<file path="config.mk">
export PLATFORM = sky130hd
export DESIGN_NAME = brute_force_pattern_matcher_top
export DESIGN_NICKNAME = d
export VERILOG_FILES = /design/src/rtl/bfpm_pkg.sv /design/src/rtl/bfpm_ram.sv /design/src/rtl/bfpm_ctrl.sv /design/src/rtl/bfpm_dp.sv /design/src/rtl/brute_force_pattern_matcher_top.sv
export SDC_FILE = /design/constraint.sdc
export NUM_CORES = 1
export LEC_CHECK = 0
export ABC_AREA = 1
export BUFFER_PORTS_ARGS = -buffer_cell sky130_fd_sc_hd__buf_2
export CAP_MARGIN = 20
export CORE_UTILIZATION = 60
export DETAILED_ROUTE_END_ITERATION = 8
export PLACE_DENSITY = 0.79
export SLEW_MARGIN = 20
export SYNTH_ARGS = -nofsm -noshare
export SYNTH_HDL_FRONTEND = slang
export SYNTH_SLANG_ARGS = --single-unit
</file>
<file path="constraint.sdc">
create_clock -name clk -period 3.25 [get_ports clk]
set_input_delay 0.65 -clock clk [delete_from_list [all_inputs] [get_ports clk]]
set_output_delay 0.65 -clock clk [all_outputs]
set_load 0.02 [all_outputs]
</file>
<file path="src/rtl/bfpm_pkg.sv">
// Package for the brute-force pattern matcher: sizes, request codes,
// payload structs and the command/status bundles between control and datapath.
// No dependencies.
package bfpm_pkg;

  localparam int PATTERN_MAX = 64;
  localparam int TEXT_MAX    = 4096;

  localparam int SYM_W   = 8;
  localparam int FIELD_W = 13;
  localparam int PLEN_W  = $clog2(PATTERN_MAX + 1);
  localparam int PADDR_W = (PATTERN_MAX > 1) ? $clog2(PATTERN_MAX) : 1;
  localparam int POS_W   = $clog2(TEXT_MAX + 1);
  localparam int CMP_W   = (POS_W > PLEN_W) ? POS_W : PLEN_W;
  localparam int AS_W    = PLEN_W + 1;

  // Request codes carried in req_type
  localparam logic [1:0] REQ_BEGIN   = 2'd0;
  localparam logic [1:0] REQ_PATTERN = 2'd1;
  localparam logic [1:0] REQ_TEXT    = 2'd2;
  localparam logic [1:0] REQ_END     = 2'd3;

  typedef struct packed {
    logic [1:0]       req_type;
    logic [SYM_W-1:0] symbol;
  } in_item_t;

  typedef struct packed {
    logic               match_hit;
    logic [FIELD_W-1:0] match_start;
    logic [FIELD_W-1:0] match_total;
    logic               any_found;
    logic               search_done;
    logic               pattern_overflow;
  } out_item_t;

  typedef struct packed {
    logic take;    // input transaction accepted this cycle
    logic issue;   // issue one compare read pair
    logic finish;  // last compare data is present, close the item
  } ctrl_cmd_t;

  typedef struct packed {
    logic res_block;   // result buffer full and not draining
    logic need_scan;   // offered text byte needs a window compare
    logic last_issue;  // current read pair is the last one
  } dp_sts_t;

endpackage

</file>
<file path="src/rtl/bfpm_ram.sv">
// Generic single-write, single-read RAM with registered read data.
// No dependencies.
module bfpm_ram #(
  parameter int WIDTH = 8,
  parameter int DEPTH = 64,
  localparam int AW = (DEPTH > 1) ? $clog2(DEPTH) : 1
) (
  input  logic             clk,
  input  logic             we,
  input  logic [AW-1:0]    waddr,
  input  logic [WIDTH-1:0] wdata,
  input  logic [AW-1:0]    raddr,
  output logic [WIDTH-1:0] rdata
);

  logic [WIDTH-1:0] mem [DEPTH];

  // Write port and registered read port
  always_ff @(posedge clk) begin
    if (we) begin
      mem[waddr] <= wdata;
    end
    rdata <= mem[raddr];
  end

endmodule

</file>
<file path="src/rtl/bfpm_ctrl.sv">
// Controller state machine for the pattern matcher: accepts transactions and
// sequences the window compare. Depends on bfpm_pkg.
module bfpm_ctrl import bfpm_pkg::*; (
  input  logic      clk,
  input  logic      rst_n,
  input  logic      in_valid,
  output logic      in_stall,
  input  dp_sts_t   sts,
  output ctrl_cmd_t cmd
);

  typedef enum logic [1:0] {S_IDLE, S_SCAN, S_DRAIN} state_t;

  state_t state_r, state_nxt;

  // Decode commands from the current state
  always_comb begin
    in_stall   = (state_r != S_IDLE) || sts.res_block;
    cmd.take   = in_valid && !in_stall;
    cmd.issue  = (state_r == S_SCAN);
    cmd.finish = (state_r == S_DRAIN);
  end

  // Advance through the compare
  always_comb begin
    state_nxt = state_r;
    case (state_r)
      S_IDLE: begin
        if (cmd.take && sts.need_scan) begin
          state_nxt = S_SCAN;
        end
      end
      S_SCAN: begin
        if (sts.last_issue) begin
          state_nxt = S_DRAIN;
        end
      end
      S_DRAIN: begin
        state_nxt = S_IDLE;
      end
      default: begin
        state_nxt = S_IDLE;
      end
    endcase
  end

  always_ff @(posedge clk) begin
    if (!rst_n) begin
      state_r <= S_IDLE;
    end else begin
      state_r <= state_nxt;
    end
  end

endmodule

</file>
<file path="src/rtl/bfpm_dp.sv">
// Datapath for the pattern matcher: pattern and text RAMs, counters, the
// serial comparator and the two-deep result buffer. Depends on bfpm_pkg, bfpm_ram.
module bfpm_dp import bfpm_pkg::*; (
  input  logic      clk,
  input  logic      rst_n,
  input  in_item_t  in_data,
  input  ctrl_cmd_t cmd,
  output dp_sts_t   sts,
  output logic      out_valid,
  input  logic      out_stall,
  output out_item_t out_data
);

  logic [PLEN_W-1:0]  len_r, len_nxt;
  logic [POS_W-1:0]   pos_r, pos_nxt;
  logic [POS_W-1:0]   cnt_r, cnt_nxt;
  logic [PADDR_W-1:0] wptr_r, wptr_nxt;
  logic [PADDR_W-1:0] k_r, k_nxt;
  logic [PADDR_W-1:0] taddr_r, taddr_nxt;
  logic               mism_r, mism_nxt;
  logic               cmpv_r, cmpv_nxt;
  out_item_t          res_r, res_nxt;
  logic               res_valid_r, res_valid_nxt;
  out_item_t          out_r, out_nxt;
  logic               out_valid_r, out_valid_nxt;

  logic               is_pattern, is_text;
  logic               pat_full;
  logic [POS_W-1:0]   pos_inc, cnt_inc;
  logic [CMP_W-1:0]   pos_ext, len_ext, start_val;
  logic [AS_W-1:0]    start_sum;
  logic [PADDR_W-1:0] start_addr;
  logic [SYM_W-1:0]   pat_q, txt_q;
  logic               fin_mis, hit;
  logic               res_move;
  out_item_t          res_new;

  assign is_pattern = (in_data.req_type == REQ_PATTERN);
  assign is_text    = (in_data.req_type == REQ_TEXT);
  assign pat_full   = (len_r == PLEN_W'(PATTERN_MAX));

  // Saturating position and count
  assign pos_inc = (pos_r < POS_W'(TEXT_MAX)) ? pos_r + POS_W'(1) : pos_r;
  assign cnt_inc = (cnt_r < POS_W'(TEXT_MAX)) ? cnt_r + POS_W'(1) : cnt_r;
  assign pos_ext = CMP_W'(pos_inc);
  assign len_ext = CMP_W'(len_r);

  // Oldest window byte that lines up with pattern byte zero
  assign start_sum  = AS_W'(wptr_r) + AS_W'(PATTERN_MAX) + AS_W'(1) - AS_W'(len_r);
  assign start_addr = (start_sum >= AS_W'(PATTERN_MAX)) ?
                      PADDR_W'(start_sum - AS_W'(PATTERN_MAX)) : PADDR_W'(start_sum);

  // Match start from the stored position, one-based
  assign start_val = CMP_W'(pos_r) - CMP_W'(len_r) + CMP_W'(1);

  bfpm_ram #(.WIDTH(SYM_W), .DEPTH(PATTERN_MAX)) u_pat_ram (
    .clk   (clk),
    .we    (cmd.take && is_pattern && !pat_full),
    .waddr (len_r[PADDR_W-1:0]),
    .wdata (in_data.symbol),
    .raddr (k_r),
    .rdata (pat_q)
  );

  bfpm_ram #(.WIDTH(SYM_W), .DEPTH(PATTERN_MAX)) u_txt_ram (
    .clk   (clk),
    .we    (cmd.take && is_text),
    .waddr (wptr_r),
    .wdata (in_data.symbol),
    .raddr (taddr_r),
    .rdata (txt_q)
  );

  assign fin_mis  = mism_r || (pat_q != txt_q);
  assign hit      = !fin_mis;
  assign res_move = res_valid_r && (!out_valid_r || !out_stall);

  // Status toward the controller
  always_comb begin
    sts.res_block  = res_valid_r && !res_move;
    sts.need_scan  = is_text && (len_r != '0) && (pos_ext >= len_ext);
    sts.last_issue = (PLEN_W'(k_r) == len_r - PLEN_W'(1));
  end

  // Result of an item that completes on acceptance
  always_comb begin
    res_new = '0;
    case (in_data.req_type)
      REQ_BEGIN: begin
        res_new = '0;
      end
      REQ_PATTERN: begin
        res_new.match_total      = FIELD_W'(cnt_r);
        res_new.pattern_overflow = pat_full;
      end
      REQ_TEXT: begin
        res_new.match_total = FIELD_W'(cnt_r);
      end
      REQ_END: begin
        res_new.match_total = FIELD_W'(cnt_r);
        res_new.search_done = 1'b1;
        res_new.any_found   = (cnt_r != '0);
      end
      default: begin
        res_new = '0;
      end
    endcase
  end

  // Next-state logic for counters, compare and result buffer
  always_comb begin
    len_nxt       = len_r;
    pos_nxt       = pos_r;
    cnt_nxt       = cnt_r;
    wptr_nxt      = wptr_r;
    k_nxt         = k_r;
    taddr_nxt     = taddr_r;
    mism_nxt      = mism_r;
    cmpv_nxt      = cmd.issue;
    res_nxt       = res_r;
    res_valid_nxt = res_valid_r;
    out_nxt       = out_r;
    out_valid_nxt = out_valid_r;

    // Drain the buffer into the output register
    if (res_move) begin
      out_nxt       = res_r;
      out_valid_nxt = 1'b1;
      res_valid_nxt = 1'b0;
    end else if (out_valid_r && !out_stall) begin
      out_valid_nxt = 1'b0;
    end

    if (cmd.take) begin
      case (in_data.req_type)
        REQ_BEGIN: begin
          len_nxt = '0;
          pos_nxt = '0;
          cnt_nxt = '0;
        end
        REQ_PATTERN: begin
          if (!pat_full) begin
            len_nxt = len_r + PLEN_W'(1);
          end
        end
        REQ_TEXT: begin
          pos_nxt  = pos_inc;
          wptr_nxt = (wptr_r == PADDR_W'(PATTERN_MAX - 1)) ? '0 : wptr_r + PADDR_W'(1);
          k_nxt     = '0;
          taddr_nxt = start_addr;
          mism_nxt  = 1'b0;
        end
        default: begin
        end
      endcase
      if (!sts.need_scan) begin
        res_nxt       = res_new;
        res_valid_nxt = 1'b1;
      end
    end

    // Step both read addresses and fold in the previous compare
    if (cmd.issue) begin
      k_nxt     = k_r + PADDR_W'(1);
      taddr_nxt = (taddr_r == PADDR_W'(PATTERN_MAX - 1)) ? '0 : taddr_r + PADDR_W'(1);
    end
    if (cmpv_r && !cmd.finish) begin
      mism_nxt = fin_mis;
    end

    // Close the text item
    if (cmd.finish) begin
      res_nxt                  = '0;
      res_nxt.match_hit        = hit;
      res_nxt.match_start      = hit ? FIELD_W'(start_val) : '0;
      res_nxt.match_total      = hit ? FIELD_W'(cnt_inc) : FIELD_W'(cnt_r);
      res_valid_nxt            = 1'b1;
      if (hit) begin
        cnt_nxt = cnt_inc;
      end
    end
  end

  always_ff @(posedge clk) begin
    if (!rst_n) begin
      len_r       <= '0;
      pos_r       <= '0;
      cnt_r       <= '0;
      wptr_r      <= '0;
      k_r         <= '0;
      taddr_r     <= '0;
      mism_r      <= 1'b0;
      cmpv_r      <= 1'b0;
      res_valid_r <= 1'b0;
      out_valid_r <= 1'b0;
    end else begin
      len_r       <= len_nxt;
      pos_r       <= pos_nxt;
      cnt_r       <= cnt_nxt;
      wptr_r      <= wptr_nxt;
      k_r         <= k_nxt;
      taddr_r     <= taddr_nxt;
      mism_r      <= mism_nxt;
      cmpv_r      <= cmpv_nxt;
      res_valid_r <= res_valid_nxt;
      out_valid_r <= out_valid_nxt;
    end
  end

  // Payload registers
  always_ff @(posedge clk) begin
    res_r <= res_nxt;
    out_r <= out_nxt;
  end

  assign out_valid = out_valid_r;
  assign out_data  = out_r;

endmodule

</file>
<file path="src/rtl/brute_force_pattern_matcher_top.sv">
// Begin, pattern, end and short-text transactions are registered straight into the
// result buffer; a text byte that needs a compare takes one pattern-RAM and one
// window-RAM read per cycle through a shared comparator; input stalls until it closes.
// Throughput: 1 item per cycle without compare, while the result buffer is not blocked.
// Reset: synchronous active-low rst_n clears lengths, counters and valids; no RAM sweep.
// Depends on bfpm_pkg, bfpm_ctrl, bfpm_dp.
module brute_force_pattern_matcher_top import bfpm_pkg::*; (
  input  logic      clk,
  input  logic      rst_n,
  input  logic      in_valid,
  output logic      in_stall,
  input  in_item_t  in_data,
  output logic      out_valid,
  input  logic      out_stall,
  output out_item_t out_data
);

  ctrl_cmd_t cmd;
  dp_sts_t   sts;

  bfpm_ctrl u_ctrl (
    .clk      (clk),
    .rst_n    (rst_n),
    .in_valid (in_valid),
    .in_stall (in_stall),
    .sts      (sts),
    .cmd      (cmd)
  );

  bfpm_dp u_dp (
    .clk       (clk),
    .rst_n     (rst_n),
    .in_data   (in_data),
    .cmd       (cmd),
    .sts       (sts),
    .out_valid (out_valid),
    .out_stall (out_stall),
    .out_data  (out_data)
  );

endmodule

</file>
==> flow_summary.yaml, run 1 <==
sta:
  rsz0062_at_grt: "false"
  slew_headroom_pct: 40.1
  final.setup.tns_ps: 0
  hold_viol_final: 0
  fin_crit_sh_pct: 86.2
  setup_viol: 0
  hold_ws_ps: 281
  tightest_slew_ps: 896
  clock.fmax_mhz: 357
  drv_slew: 0
  finClkSkew_ps: 35.8
  fin_crit_ps: 2800
layout:
  final_cell_mix: "edfxtp_1, nor2_1, o21ai_0"
  stdcell_area_sq_mm: 0.0535
  final_common_cell: "edfxtp_1"
  nets: 4097
  fillers: 5159
  drive_above_1_share_pct: 11.0
  num_antenna_cells: 0
  syn_to_final_growth_pct: 12.6
grt:
  grt_pass1_wl_mm: 180
  grt_pass1_vias: 31403
  antenna_found_initial: 0
  grt_overflow: 0
  track_usage_pct: 29.0
  grt_max_degree: 144
cts:
  post-cts-setup-buffers: 0
  post_cts_resized: 0
  clockRootBuffer: "clkbuf_16"
  clock-sinks: 1157
  cts_tree: "yes"
  cts_hold_buf: 0
  numCtsBuffers: 109
  cts_max_level: 3
  clk_latency_ps: 700
  clk_pin_slew_ps: 60
  cts_max_path_buffers: 3
critical_path:
  critical_path.top_delay_family: "simple AND/OR/NAND/NOR gates"
  path_common_cell: "nand3_2"
  worstSetupPathType: "reg -> reg"
  cpMaxStageDelayCell: "nor2_1"
  max_stage_delay_ps: 600
  startpoint_type: "register"
  cp.arrival_ps: 3120
  critPathBufInv: 2
  worst-path-max-fanout: 12
  endpoint_kind: "register"
  required_ps: 3560
  critical_path.cell_chain: "inv_1, ha_1, nor3b_1, nand3_1, nand3_2, inv_2, nand3_2, nor2_1"
detailed_routing:
  wl_mm: 117
  dr.pass1.iters: 8
  drt_first_iter_violations: 4649
  routedWlPerCell_um: 22.7
  ant_nets: 0
  vias: 32651
  drt-vias-per-instance: 6.32
  drc_errors: 0
synth:
  ys_seq_elements: 1157
  syn_area_per_cell_sq_um: 12.1
  ys_warn_count: 0
  synth-edff-count: 1081
  synth_cell_type_count: 47
  synth_fp_nets: 3987
  synth_flop_cell: "edfxtp_1"
  synth.yosys.seq_area_share_pct: 71.5
  syn_inst: 3924
  synth_area_sq_mm: 0.0475
  ys_async_sr_fraction_pct: 0
power:
  ir_drop_mv: 0.712
  power_density_mw_per_mm2: 571
  cellLeakagePower_nw: 18.1
place:
  place_hpwl_mm: 69.9
  portBuffers: 45
  dpl_cell_area_sq_mm: 0.0498
  place.gp.congestion: 0.928
floorplan:
  die_area_sq_mm: 0.0803
  core_sq_mm: 0.0778
  die_w_um: 283
  initial_core_util_pct: 61.0
  die_h_um: 283
  ios: 46
  num_rows: 102
hold_path:
  hold_class: "in -> reg"
flow_run:
  cap_viol_max_count: 0
status:
  status: "finished, final reports clean"
==> state kept, by name (all words and copies together) (netlist names) <==
signal,cells
u_dp.wptr_r,6
u_dp.taddr_r,6
u_dp.u_txt_ram.rdata,8
u_dp.res_r,30
u_dp.len_r,7
u_dp.u_txt_ram.mem,512
u_dp.u_pat_ram.rdata,8
u_dp.mism_r,1
u_dp.cnt_r,13
u_dp.res_valid_r,1
u_dp.u_pat_ram.mem,512
u_ctrl.state_r,2
u_dp.k_r,6
u_dp.out_valid,1
u_dp.out_data,30
u_dp.pos_r,13
u_dp.cmpv_r,1
==> where the power goes <==
part	switching, mW	internal, mW
registers	0.0506	16.4
clock network	5.47	7.36
logic	0.970	0.324
total	6.49	24.0
==> tightest hold or removal path, stage by stage <==
cell	delay [ps]
buf_2	100
nand2_1	90
a21oi_1	70
==> routing by layer <==
metal  global-route usage [%]  vias to the layer above  part of all wire [%]
met5                        0                        -                     0
met3                     5.04                      338                    10
met4                     12.4                        0                   4.4
met1                     39.2                    15706                    38
met2                     46.9                     2028                    48
li1                         -                    14579                     -
==> through the flow <==
stage | utilization (%) | worst slack, ps | instances | total power, mW
after floorplan | - | 379 | 3924 | 17.4
after global placement | 64.0 | 320 | 4963 | 17.9
after detailed placement | 64.0 | 244 | 4963 | 18.0
after CTS | 68.7 | 464 | 5167 | 30.6
after global routing | 68.7 | 179 | 5167 | 31.3
final | 68.7 | 447 | 5167 | 30.5
==> final cells by class <==
cell class              count  area [sq um]  area share [%]
well taps                1040          1300            2.43
clock buffers             146          2990            5.59
flip-flops and latches   1157         34000            63.6
multi-input cells        2400         12000            22.5
repair buffers            243          2040            3.82
clock inverters            58           653            1.22
inverters                 123           473           0.884
==> path summary, 6_finish.rpt <==
kind	start	cells after the start	end	slack [ps]
setup / recovery	u_dp.len_r[1]$_SDFFE_PN0P_	8	u_dp.u_pat_ram.mem[47][2]$_DFFE_PP_	450
hold / removal	out_stall	3	u_dp.out_valid$_SDFFE_PN0P_	280
setup reg to reg	u_dp.len_r[1]$_SDFFE_PN0P_	8	u_dp.u_pat_ram.mem[47][2]$_DFFE_PP_	450
hold reg to reg	u_dp.res_r[26]$_DFFE_PP_	0	u_dp.out_data[26]$_DFFE_PP_	420
==> cells in the mapped netlist, types with 2 or more instances <==
| library cell | number | area (sq um) |
|---|---|---|
| a211oi_1 | 4 | 30.0 |
| nor3_1 | 39 | 195 |
| a22oi_1 | 2 | 15.0 |
| nand2_4 | 2 | 22.5 |
| clkbuf_1 | 161 | 604 |
| a311oi_1 | 2 | 17.5 |
| inv_1 | 105 | 394 |
| nand4_1 | 10 | 62.6 |
| o221ai_1 | 86 | 753 |
| o21ai_1 | 84 | 420 |
| nor4_1 | 3 | 18.8 |
| buf_4 | 13 | 97.6 |
| xnor2_1 | 13 | 114 |
| a31oi_1 | 8 | 50.1 |
| buf_2 | 60 | 300 |
| nor3_2 | 2 | 20.0 |
| buf_1 | 9 | 33.8 |
| nor3b_1 | 3 | 22.5 |
| o22ai_1 | 171 | 1070 |
| clkinv_1 | 7 | 26.3 |
| fa_1 | 2 | 40.0 |
| o21bai_1 | 6 | 45.0 |
| o21a_1 | 4 | 30.0 |
| edfxtp_1 | 1081 | 32500 |
| nand2_1 | 301 | 1130 |
| nor2_1 | 753 | 2830 |
| ha_1 | 47 | 588 |
| o21ai_0 | 548 | 2740 |
| o211ai_1 | 33 | 248 |
| nor2_2 | 6 | 37.5 |
| nand3_1 | 141 | 706 |
| xor2_1 | 22 | 193 |
| nand3_2 | 5 | 50.1 |
| a21oi_1 | 90 | 450 |
| or2_2 | 3 | 18.8 |
| nand4_2 | 2 | 25.0 |
| dfxtp_1 | 76 | 1520 |
| inv_2 | 11 | 41.3 |
==> logic make-up (layout without fill, tap and decap cells) <==
family	count (synthesis)	count (layout)	synth area share [%]
XOR/XNOR	35	35	0.645
buffers and inverters	367	570	3.18
flip-flops	1157	1157	71.5
AND/OR/NAND/NOR	1274	1274	10.9
adder cells (fa/ha/maj)	49	49	1.32
AO/OA/AOI/OAI	1042	1042	12.4
Power figures use the tool's default switching activity.
==> run 2, diff against run 1 <==
Settings changed: MAX_ROUTING_LAYER set to met4.
==> run 2 against run 1 <==
Net effect:
- cell count about the same
- total power increased by 0.16%
- critical path depth increased by 1
- non-clock buffer count decreased by 6
- maximum frequency decreased by 0.76%
- worst setup slack got worse by 21 ps
- design area about the same
- largest power group unchanged
- highest routed layer unchanged
- largest cell class unchanged
- routed wire length increased by 0.79%
- hold slack improved by 7.5 ps
- combinational power about the same
- first-iteration DRC count decreased by 9.5%
==> flow_summary.yaml, run 2 (synthesized netlist as in run 1, its figures left out) <==
status:
  status: "finished, final reports clean"
sta:
  slew_headroom_pct: 23.9
  setup_viol: 0
  rsz0062_at_grt: "false"
  fin_crit_sh_pct: 86.9
  tightest_slew_ps: 1140
  hold_viol_final: 0
  finClkSkew_ps: 15.2
  clock.fmax_mhz: 354
  drv_slew: 0
  fin_crit_ps: 2820
  final.setup.tns_ps: 0
power:
  power_frac_seq_pct: 53.6
  cell_internal_pwr_mw: 24.1
  p_switching_mw: 6.50
  p_sw_share_pct: 21.3
  p_comb_share_pct: 4.2
  power.share.clock_pct: 42.2
  cellLeakagePower_nw: 18.1
  power_density_mw_per_mm2: 572
  ir_drop_mv: 0.564
floorplan:
  num_rows: 102
  die_h_um: 283
  die_w_um: 283
  die_area_sq_mm: 0.0803
  core_sq_mm: 0.0778
  ios: 46
  initial_core_util_pct: 61.0
place:
  portBuffers: 45
  place_hpwl_mm: 69.5
  place.gp.congestion: 0.966
critical_path:
  critical_path.cell_chain: "inv_1, ha_1, nor3b_1, nand3_1, nand3_2, inv_2, nand4_1, nor2_1, buf_4"
  max_stage_delay_ps: 530
  cpMaxStageDelayCell: "dfxtp_1"
  startpoint_type: "register"
  worstSetupPathType: "reg -> reg"
  required_ps: 3630
  worst-path-max-fanout: 12
  r2r-start: "u_dp.len_r[1]$_SDFFE_PN0P_"
  startpoint: "u_dp.len_r[1]$_SDFFE_PN0P_"
  cp.arrival_ps: 3210
  endpoint_kind: "register"
detailed_routing:
  drc_errors: 0
  drt-vias-per-instance: 6.33
  ant_nets: 0
  drt_first_iter_violations: 4208
  wl_mm: 118
  dr.pass1.iters: 9
  routedWlPerCell_um: 22.9
  vias: 32706
grt:
  grt_overflow: 0
  grt_pass1_wl_mm: 181
  grt_max_degree: 145
  track_usage_pct: 30.0
  grt_pass1_vias: 31685
  antenna_found_initial: 0
hold_path:
  hp-start: "out_stall"
  hold_class: "in -> reg"
layout:
  finalCoreUtilization_pct: 68.7
  nets: 4091
  final_cell_mix: "edfxtp_1, nor2_1, o21ai_0"
  final_common_cell: "edfxtp_1"
  num_antenna_cells: 0
  syn_to_final_growth_pct: 12.6
  drive_above_1_share_pct: 10.8
  top_regs: "u_dp.u_pat_ram.mem x512, u_dp.u_txt_ram.mem x512"
cts:
  clk_pin_slew_ps: 70
  cts_max_path_buffers: 3
  numCtsBuffers: 109
  cts_tree: "yes"
  clockRootBuffer: "clkbuf_16"
  post-cts-setup-buffers: 0
  clk_latency_ps: 690
  cts_hold_buf: 0
  post_cts_resized: 0
  clock-sinks: 1157
  cts_max_level: 3
flow_run:
  cap_viol_max_count: 0
## run 2: final timing paths
kind | to | slack [ps] | cells after the start
max | u_dp.u_pat_ram.mem[23][6]$_DFFE_PP_ | 430 | 9
min | u_dp.out_valid$_SDFFE_PN0P_ | 290 | 3
max reg2reg | u_dp.u_pat_ram.mem[23][6]$_DFFE_PP_ | 430 | 9
min reg2reg | u_dp.out_data[15]$_DFFE_PP_ | 410 | 0
## run 2: area by class of cell
class	count	area (sq um)
tap	1040	1300
inverter	123	473
sequential	1157	34000
multi-input combinational	2400	12000
timing repair buffer	237	2020
clock buffer	137	2920
clock inverter	69	741
fill	5210	24400
## run 2: metal layers
metal	GRT usage, %	share of wire [%]
met1	38.9	37
met2	46.8	47
met3	4.48	10
met4	14.9	5.3
met5	-	0
## run 2: power by group through the flow
stage          registers, mW  clock network, mW  logic, mW
3_3_place_gp            16.7                  0       1.22
3_5_place_dp            16.7                  0       1.25
6_report                16.4               12.9       1.29
5_1_grt                 16.4               13.5       1.37
4_1_cts                 16.4               12.9       1.26
2_1_floorplan           16.7                  0      0.625
## run 2: worst max-delay path: cells and delay by family (launching register included)
family	cells	cell delay, ps
and+or+nand+nor	5	1090
buffers and inverters	3	660
DFF	1	530
adders and majority gates	1	210
## run 2: metrics by stage
stage,setup slack (ps),hold slack (ps),std cells,instance area [sq um],power [mW]
floorplan,379,400,3924,47500,17.4
global placement,285,403,4957,49800,17.9
detailed placement,114,405,4957,49800,18.0
CTS,455,264,5163,53500,30.6
global route,187,273,5163,53500,31.3
finish,426,288,5163,53500,30.6
